[config.mk]
export PLATFORM = sky130hd
export DESIGN_NAME = nplo_cordic
export DESIGN_NICKNAME = d
export VERILOG_FILES = /design/src/rtl/nplo_pkg.sv /design/src/rtl/nplo_cordic.sv
export SDC_FILE = /design/constraint.sdc
export NUM_CORES = 1
export LEC_CHECK = 0
export ABC_AREA = 1
export ABC_CLOCK_PERIOD_IN_PS = 6200
export BUFFER_PORTS_ARGS = -buffer_cell sky130_fd_sc_hd__buf_2
export CAP_MARGIN = 5
export CORE_AREA = 2 2 207 209
export CTS_BUF_LIST = sky130_fd_sc_hd__clkbuf_16
export CTS_CLUSTER_DIAMETER = 30
export DETAILED_ROUTE_END_ITERATION = 16
export DIE_AREA = 0 0 209 211
export GPL_TIMING_DRIVEN = 0
export HOLD_SLACK_MARGIN = 0.1
export SYNTH_ARGS = -nofsm -noshare
export SYNTH_HDL_FRONTEND = slang
export SYNTH_SLANG_ARGS = --single-unit
[constraint.sdc]
create_clock -name clk_i -period 6.2 [get_ports clk_i]
set_input_delay 0.62 -clock clk_i [delete_from_list [all_inputs] [get_ports clk_i]]
set_output_delay 0.62 -clock clk_i [all_outputs]
set_load 0.05 [all_outputs]
[src/rtl/nplo_pkg.sv]
package nplo_pkg;

  // Table depth default and minimum points for a valid query
  localparam int unsigned MaxPointsDef = 1024;
  localparam int unsigned MinPoints    = 4;

  // CORDIC setup: 16 steps, start vector is the gain K in Q3.30
  localparam int unsigned CordicSteps = 16;
  localparam logic signed [33:0] CordicGain = 34'sd652032874;

  // Sine and cosine in Q1.16, wide enough for +/-1.0
  typedef struct packed {
    logic signed [17:0] sin;
    logic signed [17:0] cos;
  } trig_t;

  // Difference of the nearest point to the pose
  typedef struct packed {
    logic signed [32:0] dx;
    logic signed [32:0] dy;
  } delta_t;

  // atan(2^-i) with 2^32 units per full turn
  function automatic logic [31:0] atan_turn(input logic [3:0] i);
    logic [31:0] r;
    case (i)
      4'd0:    r = 32'd536870912;
      4'd1:    r = 32'd316933406;
      4'd2:    r = 32'd167458907;
      4'd3:    r = 32'd85004756;
      4'd4:    r = 32'd42667331;
      4'd5:    r = 32'd21354465;
      4'd6:    r = 32'd10679838;
      4'd7:    r = 32'd5340245;
      4'd8:    r = 32'd2670163;
      4'd9:    r = 32'd1335087;
      4'd10:   r = 32'd667544;
      4'd11:   r = 32'd333772;
      4'd12:   r = 32'd166886;
      4'd13:   r = 32'd83443;
      4'd14:   r = 32'd41722;
      4'd15:   r = 32'd20861;
      default: r = 32'd0;
    endcase
    return r;
  endfunction

endpackage

[src/rtl/nplo_cordic.sv]
module nplo_cordic (
  input  logic                clk_i,
  input  logic                rst_ni,
  input  logic                start_i,
  input  logic signed [15:0]  heading_i,
  output logic                done_o,
  output nplo_pkg::trig_t     trig_o
);
  import nplo_pkg::*;

  logic signed [33:0] x_q, x_d, y_q, y_d, z_q, z_d;
  logic [3:0]         step_q, step_d;
  logic               run_q, run_d, fin_q, fin_d, flip_q, flip_d, done_q, done_d;
  trig_t              trig_q, trig_d;

  logic signed [16:0] h_ext;
  logic signed [16:0] h_fold;
  logic signed [33:0] xs, ys, atan_s, x_rnd, y_rnd;

  always_comb begin
    // fold heading into [-pi/2, pi/2]
    h_ext  = 17'(heading_i);
    h_fold = h_ext;
    flip_d = flip_q;
    if (h_ext > 17'sd16384) begin
      h_fold = h_ext - 17'sd32768;
    end else if (h_ext < -17'sd16384) begin
      h_fold = h_ext + 17'sd32768;
    end

    xs     = x_q >>> step_q;
    ys     = y_q >>> step_q;
    atan_s = $signed({2'b00, atan_turn(step_q)});
    x_rnd  = (x_q + 34'sd8192) >>> 14;
    y_rnd  = (y_q + 34'sd8192) >>> 14;

    x_d    = x_q;
    y_d    = y_q;
    z_d    = z_q;
    step_d = step_q;
    run_d  = run_q;
    fin_d  = 1'b0;
    done_d = 1'b0;
    trig_d = trig_q;

    if (start_i) begin
      x_d    = CordicGain;
      y_d    = '0;
      z_d    = 34'(h_fold) <<< 16;
      step_d = '0;
      run_d  = 1'b1;
      flip_d = (h_ext > 17'sd16384) || (h_ext < -17'sd16384);
    end else if (run_q) begin
      // one micro-rotation per cycle
      if (!z_q[33]) begin
        x_d = x_q - ys;
        y_d = y_q + xs;
        z_d = z_q - atan_s;
      end else begin
        x_d = x_q + ys;
        y_d = y_q - xs;
        z_d = z_q + atan_s;
      end
      step_d = step_q + 4'd1;
      if (step_q == 4'(CordicSteps - 1)) begin
        run_d = 1'b0;
        fin_d = 1'b1;
      end
    end else if (fin_q) begin
      // round to Q1.16, undo the fold
      trig_d.cos = flip_q ? -x_rnd[17:0] : x_rnd[17:0];
      trig_d.sin = flip_q ? -y_rnd[17:0] : y_rnd[17:0];
      done_d     = 1'b1;
    end
  end

  always_ff @(posedge clk_i or negedge rst_ni) begin
    if (!rst_ni) begin
      step_q <= '0;
      run_q  <= 1'b0;
      fin_q  <= 1'b0;
      done_q <= 1'b0;
      flip_q <= 1'b0;
    end else begin
      step_q <= step_d;
      run_q  <= run_d;
      fin_q  <= fin_d;
      done_q <= done_d;
      flip_q <= flip_d;
    end
  end

  always_ff @(posedge clk_i) begin
    x_q    <= x_d;
    y_q    <= y_d;
    z_q    <= z_d;
    trig_q <= trig_d;
  end

  assign done_o = done_q;
  assign trig_o = trig_q;

endmodule

==> metrics.md, run 1 <==
| Metric | Value |
|---|---|
| CP Data Arrival Time | slightly above 6 ns |
| Pre-antenna DRT Iters | 6 |
| Fin crit share | 0.943 |
| Crit path kind | flop to flop |
| First-pass GRT wire length | 112000 µm |
| Clock tree buffer depth | 2 |
| Sw power | 7.38 mW |
| Mapped cell area | 17300 µm² |
| Pint | roughly 5.5 mW |
| Via count | around 19000 |
| Number of global-route vias before repair | about 19000 |
| Die Y | between 200 and 250 µm |
| Unique masters post-synth | between 50 and 60 |
| # DRC | 0 |
| Clock Power Share | 0.086 |
| P per Cell Area | approximately 680 nW/µm² |
| Data required, critical path | 6.45 ns |
| EDFF count, synth | 54 |
| Number of max-cap violations | 0 |
| Final min period | a little under 6 ns |
| TritonCTS Buffers | 17 |
| Area leader, netlist | nand2_1 |
| Ranking of synthesized cells by area | nand2_1 (16%), nand3_1 (10%), dfxtp_1 (9.7%) |
| Pin count of the biggest net entering global routing | 37 |
| H-tree levels | 4 |
| Fmax | ~0.17 GHz |
| Total grt overflow | 0 |
| # IOs | 56 |
| Sw frac | 0.574 |
| Die width | 209 µm |
| Setup tns final | 0 ns |
| Worst setup EP type | flop |
| Initial antenna violation count | 2 |
| RSZ-0062 raised after global routing | false |
| Synth top area share | 0.160 |
| Post-synthesis average cell area | between 6 and 7 µm² |
| Initial Util | 0.415 |
| Cell Rows | 75 |
| Avg WL per Cell | 22.0 µm |
| Top FF cell, synth | dfxtp_1 |
| Syn Inst Count | roughly 2800 |
| Hold violation count in the final report | 0 |
| Leakage power | 9.04 nW |
| Async SR Flop Fraction | 0.0548 |
| Gate power share | 0.767 |
| Setup-failing EPs final | 0 |
| Routability cong. | between 0.9 and 1 |
| Max FO, Critical Path | 10 |
| Fin util | 0.455 |
| GR Util All Layers | 0.344 |
| I/O Buffers | 55 |
| Seq/Total Area, Yosys | 0.202 |
| Routed wire length | 75600 µm |
| Via density | between 5 and 6 |
| DP HPWL | 61300 µm |
| Peak supply drop | between 300 and 400 µV |
| Ys Warns | 0 |
| Post-Place Cell Area | roughly 18000 µm² |
| Fin Clk Skew | ~0.023 ns |
| TritonCTS clock tree | done |
| Detail Route Antenna Nets | 0 |
| Layout area overhead | 9.46% |
| Seq pwr share | 0.147 |
| Worst Max-Slew Pin Slew | between 1 and 1.5 ns |
| Slew margin rel. | 0.0405 |
| Clock Tree Root | clkbuf_16 |
| Synth Register Bits | around 150 |
| Outcome | finished, final reports clean |
| Post-layout instance area | between 15000 and 20000 µm² |
| Total Nets Final | 3022 |
| Area of the core | between 40000 and 50000 µm² |
| Fillers | 4520 |
| DRT iter0 DRCs | about 1700 |
| Min-delay worst type | input port to flop |
| Layout cell share with drive strength beyond 1 | 0.0600 |
| Type of origin of the critical path | flop |
| Clk slew on worst S/H paths | roughly 0.070 ns |
| Clock Latency Late Sink | ~0.52 ns |
| Slew Viols, Final | 0 |
| Synthesized Nets | about 2900 |
| Die Area | 44100 µm² |
| Clock sink count | approximately 150 |
## power groups by stage
stage / Combinational [mW] / Clock [mW] / Sequential [mW]
finish: 9.85 / 1.10 / 1.89
global placement: 9.54 / 0 / 1.89
detailed placement: 9.62 / 0 / 1.90
CTS: 9.68 / 1.13 / 1.88
floorplan: 7.28 / 0 / 1.64
global route: 11.0 / 1.16 / 1.91
## cell usage after synthesis, types with 25 or more instances
master and number:
xnor2_1 63, nand4_1 25, nand2_1 737, a21oi_1 171, o21ai_0 174, ha_1 115, edfxtp_1 54, clkbuf_1 44
dfxtp_1 84, buf_2 31, xor2_1 142, inv_1 288, nand3_1 358, nor2_1 258, nor3_1 36
## registers in the layout, indices dropped and copies added (netlist names)
| name | cells |
|---|---|
| flip_q | 1 |
| fin_q | 1 |
| run_q | 1 |
| z_q | 34 |
| done_o | 1 |
| step_q | 4 |
| trig_o | 36 |
| x_q | 34 |
| y_q | 34 |
## worst max-delay path, cell delays in order, from the launching register on
cell and delay, ns:
edfxtp_1 0.36, clkbuf_1 0.34, inv_1 0.24, clkbuf_1 0.74, clkbuf_1 0.94, o21ai_0 0.41
ha_1 0.38, nand3_1 0.07, nand2_1 0.11, a21oi_1 0.12, o21ai_0 0.34, a21boi_0 0.25
o21ai_0 0.60, nand2_1 0.20, nand2_1 0.15, a21o_1 0.15, nand2_1 0.05, nand2_1 0.05
o21ai_0 0.08
## repair_timing
| item | in CTS | in global routing |
|---|---|---|
| setup buffers | 0 | 1 |
| hold buffers | 1 | 0 |
| endpoints found under the setup margin | 0 | 13 |
| resized for setup | 0 | 4 |
| hold endpoints to repair | 8 | 0 |
## path summary, 6_finish.rpt
kind	from	to	slack, ns	cells past startpoint
max reg2reg	z_q[33]	z_q[29]	0.35	18
min in group asynchronous	rst_ni	step_q[0]	0.59	2
min	heading_i[12]	z_q[28]	0.40	3
max	z_q[33]	z_q[29]	0.35	18
max in group asynchronous	rst_ni	done_o	5.30	2
min reg2reg	z_q[8]	z_q[8]	0.47	2
## metrics by stage
step	instances	worst slack (ns)	total power [mW]	hold slack (ns)
floorplan	2807	1.54	8.92	0.324
global placement	3401	0.175	11.4	0.445
detailed placement	3404	0.130	11.5	0.454
CTS	3437	0.115	12.7	0.364
global route	3437	0.0676	14.0	0.405
finish	3439	0.352	12.8	0.405
## cell type report
class	instances	area [µm²]	share of cell area
Antenna cell	2	5.00	0.000264
Timing Repair Buffer	60	368	0.0194
Clock buffer	17	425	0.0224
Tap cell	539	674	0.0355
Buffer	100	497	0.0262
Multi-Input combinational cell	2267	12300	0.646
Inverter	293	1100	0.0579
Clock inverter	15	156	0.00824
Sequential cell	146	3500	0.185
## placed cells by master (no fill, tap or decap), types with 22 or more instances in the layout
cell type	count
nand2_1	737
nand3_1	358
inv_1	288
nor2_1	256
o21ai_0	172
a21oi_1	171
xor2_1	142
ha_1	115
buf_2	85
dfxtp_1	84
xnor2_1	63
edfxtp_1	54
clkbuf_1	43
nor3_1	35
nand4_1	25
o21a_1	22
## layer usage
layer  global-route usage  wire length, µm  up-vias
met3               0.0506             4730      152
li1                     -                -     9521
met1                0.421            31600     9007
met4                0.180             4010        2
met2                0.588            35300      706
met5                    0               14        -
## cells by family (layout without fill, tap and decap cells)
family | after synthesis | in the layout | synth area share
AND/OR/NAND/NOR | 1456 | 1456 | 0.356
AO/OA/AOI/OAI | 488 | 488 | 0.160
buffers and inverters | 394 | 485 | 0.0923
XOR/XNOR | 205 | 205 | 0.104
flip-flops | 146 | 146 | 0.202
adder cells (fa/ha/maj) | 118 | 118 | 0.0864
other | 0 | 2 | 0
Power figures use the tool's default switching activity.
==> inputs of run 2 (changes only) <==
--- a/config.mk
+++ b/config.mk
@@ -6,7 +6,7 @@
 export NUM_CORES = 1
 export LEC_CHECK = 0
 export ABC_AREA = 1
-export ABC_CLOCK_PERIOD_IN_PS = 6200
+export ABC_CLOCK_PERIOD_IN_PS = 5700
 export BUFFER_PORTS_ARGS = -buffer_cell sky130_fd_sc_hd__buf_2
 export CAP_MARGIN = 5
 export CORE_AREA = 2 2 207 209
==> constraint.sdc (replaced) <==
create_clock -name clk_i -period 5.7 [get_ports clk_i]
set_input_delay 0.57 -clock clk_i [delete_from_list [all_inputs] [get_ports clk_i]]
set_output_delay 0.57 -clock clk_i [all_outputs]
set_load 0.05 [all_outputs]
==> run 2 against run 1 <==
Setup slack got worse by 0.048 ns. First-iteration DRC count shrank 13%. Critical path depth rose by 8. Largest power group unchanged.
==> metrics.md, run 2 (synthesis gave the netlist of run 1 again) <==
| Metric | Value |
|---|---|
| Peak supply drop | approximately 340 µV |
| WP buf/inv | 5 |
| Number of max-cap violations | 0 |
| Commonest non-fill, non-tap cell in the layout | nand2_1 |
| Pint | between 6 and 7 mW |
| Die width | 209 µm |
| P per Cell Area | 737 nW/µm² |
| RSZ-0062 raised after global routing | false |
| Top delay family on crit path | compound AO/OA/AOI/OAI gates |
| Worst slack, placed | -0.370 ns |
| Max FFs per register | 36 |
| GR Util All Layers | 0.344 |
| Via count | approximately 19000 |
| DRT iter0 DRCs | between 1000 and 1500 |
| I/O Buffers | 55 |
| Number of global-route vias before repair | between 15000 and 20000 |
| Most frequent cells in the layout | nand2_1 (737), nand3_1 (357), inv_1 (288) |
| Diode count | 0 |
| Total grt overflow | 0 |
| Worst path slowest cell | dfrtp_1 |
| Leakage power | ~9.1 nW |
| H-tree levels | 4 |
| Setup tns final | 0 ns |
| Slew margin rel. | 0.0116 |
| Gate power share | 0.769 |
| Seq pwr share | 0.146 |
| Pre-antenna DRT Iters | 6 |
| TritonCTS clock tree | done |
| Via density | roughly 5.6 |
| Data required, critical path | just under 6 ns |
| CP peak stage delay | roughly 0.46 ns |
| Outcome | finished, final reports clean |
| Worst Max-Slew Pin Slew | approximately 1.5 ns |
| Routed wire length | approximately 75000 µm |
| Layout cell share with drive strength beyond 1 | 0.0662 |
| Total Nets Final | just over 3000 |
| Cell Rows | between 70 and 80 |
| Register area | roughly 3500 µm² |
| Min-delay worst type | input port to flop |
| Detail Route Antenna Nets | 0 |
| Fin Clk Skew | 0.0197 ns |
| Worst setup EP type | flop |
| Slew Viols, Final | 0 |
| Clock Tree Root | clkbuf_16 |
| Clock Latency Late Sink | approximately 0.52 ns |
| First-pass GRT wire length | ~110000 µm |
| # DRC | 0 |
| Fmax | 0.185 GHz |
| Clock sink count | about 150 |
| Sw power | just over 8 mW |
| Initial antenna violation count | 2 |
| Final min period | approximately 5.4 ns |
| Sw frac | 0.573 |
| Clock tree buffer depth | 2 |
| Setup-failing EPs final | 0 |
| Max FO, Critical Path | 13 |
| Area of the core | 41800 µm² |
| Layout area overhead | 9.88% |
| Hold violation count in the final report | 0 |
| # IOs | between 50 and 60 |
| Pin count of the biggest net entering global routing | 37 |
| Crit path kind | flop to flop |
| DP HPWL | between 60000 and 70000 µm |
| Initial Util | 0.415 |
| Avg WL per Cell | around 22 µm |
| Type of origin of the critical path | flop |
| Die Area | 44100 µm² |
| Multi-input logic area | approximately 12000 µm² |
| Fin crit share | 0.947 |
| CP Data Arrival Time | between 5 and 6 ns |
| TritonCTS Buffers | 17 |
| Fillers | between 4000 and 5000 |
| Clock Power Share | 0.085 |
| Die Y | between 200 and 250 µm |
| Routability cong. | just under 1 |
| Setup ws final | just over 0.3 ns |
| Clk slew on worst S/H paths | approximately 0.07 ns |
[run 2: cell count changes in the layout (fill, tap and decap cells not counted), moves of 3 or more]
| cell | before | now |
|---|---|---|
| o21ai_0 | 172 | 168 |
| a21boi_1 | 1 | 4 |
| a21oi_2 | 2 | 6 |
| a21boi_0 | 13 | 9 |
| a21oi_1 | 171 | 167 |
| clkbuf_2 | 1 | 6 |
| buf_4 | 6 | 11 |
| clkbuf_1 | 43 | 38 |
[run 2: through the flow]
step | utilization | hold slack, ns | power [mW] | cell area, µm² | cells
after global routing | 0.456 | 0.355 | 15.4 | 19100 | 3441
after detailed placement | 0.440 | 0.454 | 12.5 | 18400 | 3404
after floorplan | - | 0.274 | 9.71 | 17300 | 2807
after CTS | 0.455 | 0.314 | 13.8 | 19000 | 3439
final | 0.456 | 0.353 | 14.0 | 19100 | 3441
after global placement | 0.438 | 0.445 | 12.4 | 18300 | 3401
[run 2: power by group through the flow]
stage / registers, mW / logic, mW / clock network (mW)
floorplan: 1.79 / 7.92 / 0
global placement: 2.06 / 10.4 / 0
detailed placement: 2.07 / 10.5 / 0
CTS: 2.05 / 10.6 / 1.23
global route: 2.07 / 12.0 / 1.26
finish: 2.05 / 10.8 / 1.20
[run 2: final cells by class]
class | instances | share of cell area
clock buffers | 17 | 0.0223
inverters | 293 | 0.0577
clock inverters | 15 | 0.00821
flip-flops and latches | 146 | 0.184
plain buffers | 100 | 0.0269
well taps | 539 | 0.0354
repair buffers | 64 | 0.0209
multi-input cells | 2267 | 0.645
[run 2: final timing paths]
path,start,end,slack (ns),cells past startpoint
max,step_q[1],z_q[29],0.30,26
min,heading_i[12],z_q[28],0.35,3
max reg2reg,step_q[1],z_q[29],0.30,26
min reg2reg,z_q[8],z_q[8],0.47,2
max in group asynchronous,rst_ni,done_o,4.86,2
min in group asynchronous,rst_ni,step_q[2],0.54,2
[run 2: routing by layer]
| layer | share of wire | vias to the layer above | track usage |
|---|---|---|---|
| met4 | 0.053 | 4 | 0.183 |
| met1 | 0.42 | 8971 | 0.421 |
| met5 | 0.00031 | - | 0 |
| li1 | - | 9522 | - |
| met2 | 0.47 | 666 | 0.584 |
| met3 | 0.059 | 150 | 0.0514 |
[run 2: worst register-to-register path, delay by kind of cell (launching register included)]
kind	cells	cell delay, ns
and+or+nand+nor	8	1.07
xor gates and xnor gates	1	0.17
adders and majority gates	3	0.79
AOI/OAI and AO/OA	9	1.92
buffers and inverters	5	0.74
DFF	1	0.46
[run 2: what timing repair did]
action / in CTS / in global routing
gates resized for setup: 6 / 29
endpoints found under the hold margin: 8 / 0
setup endpoints to repair: 14 / 26
setup buffers: 3 / 2
hold buffers: 1 / 0
pin swaps: 1 / 2
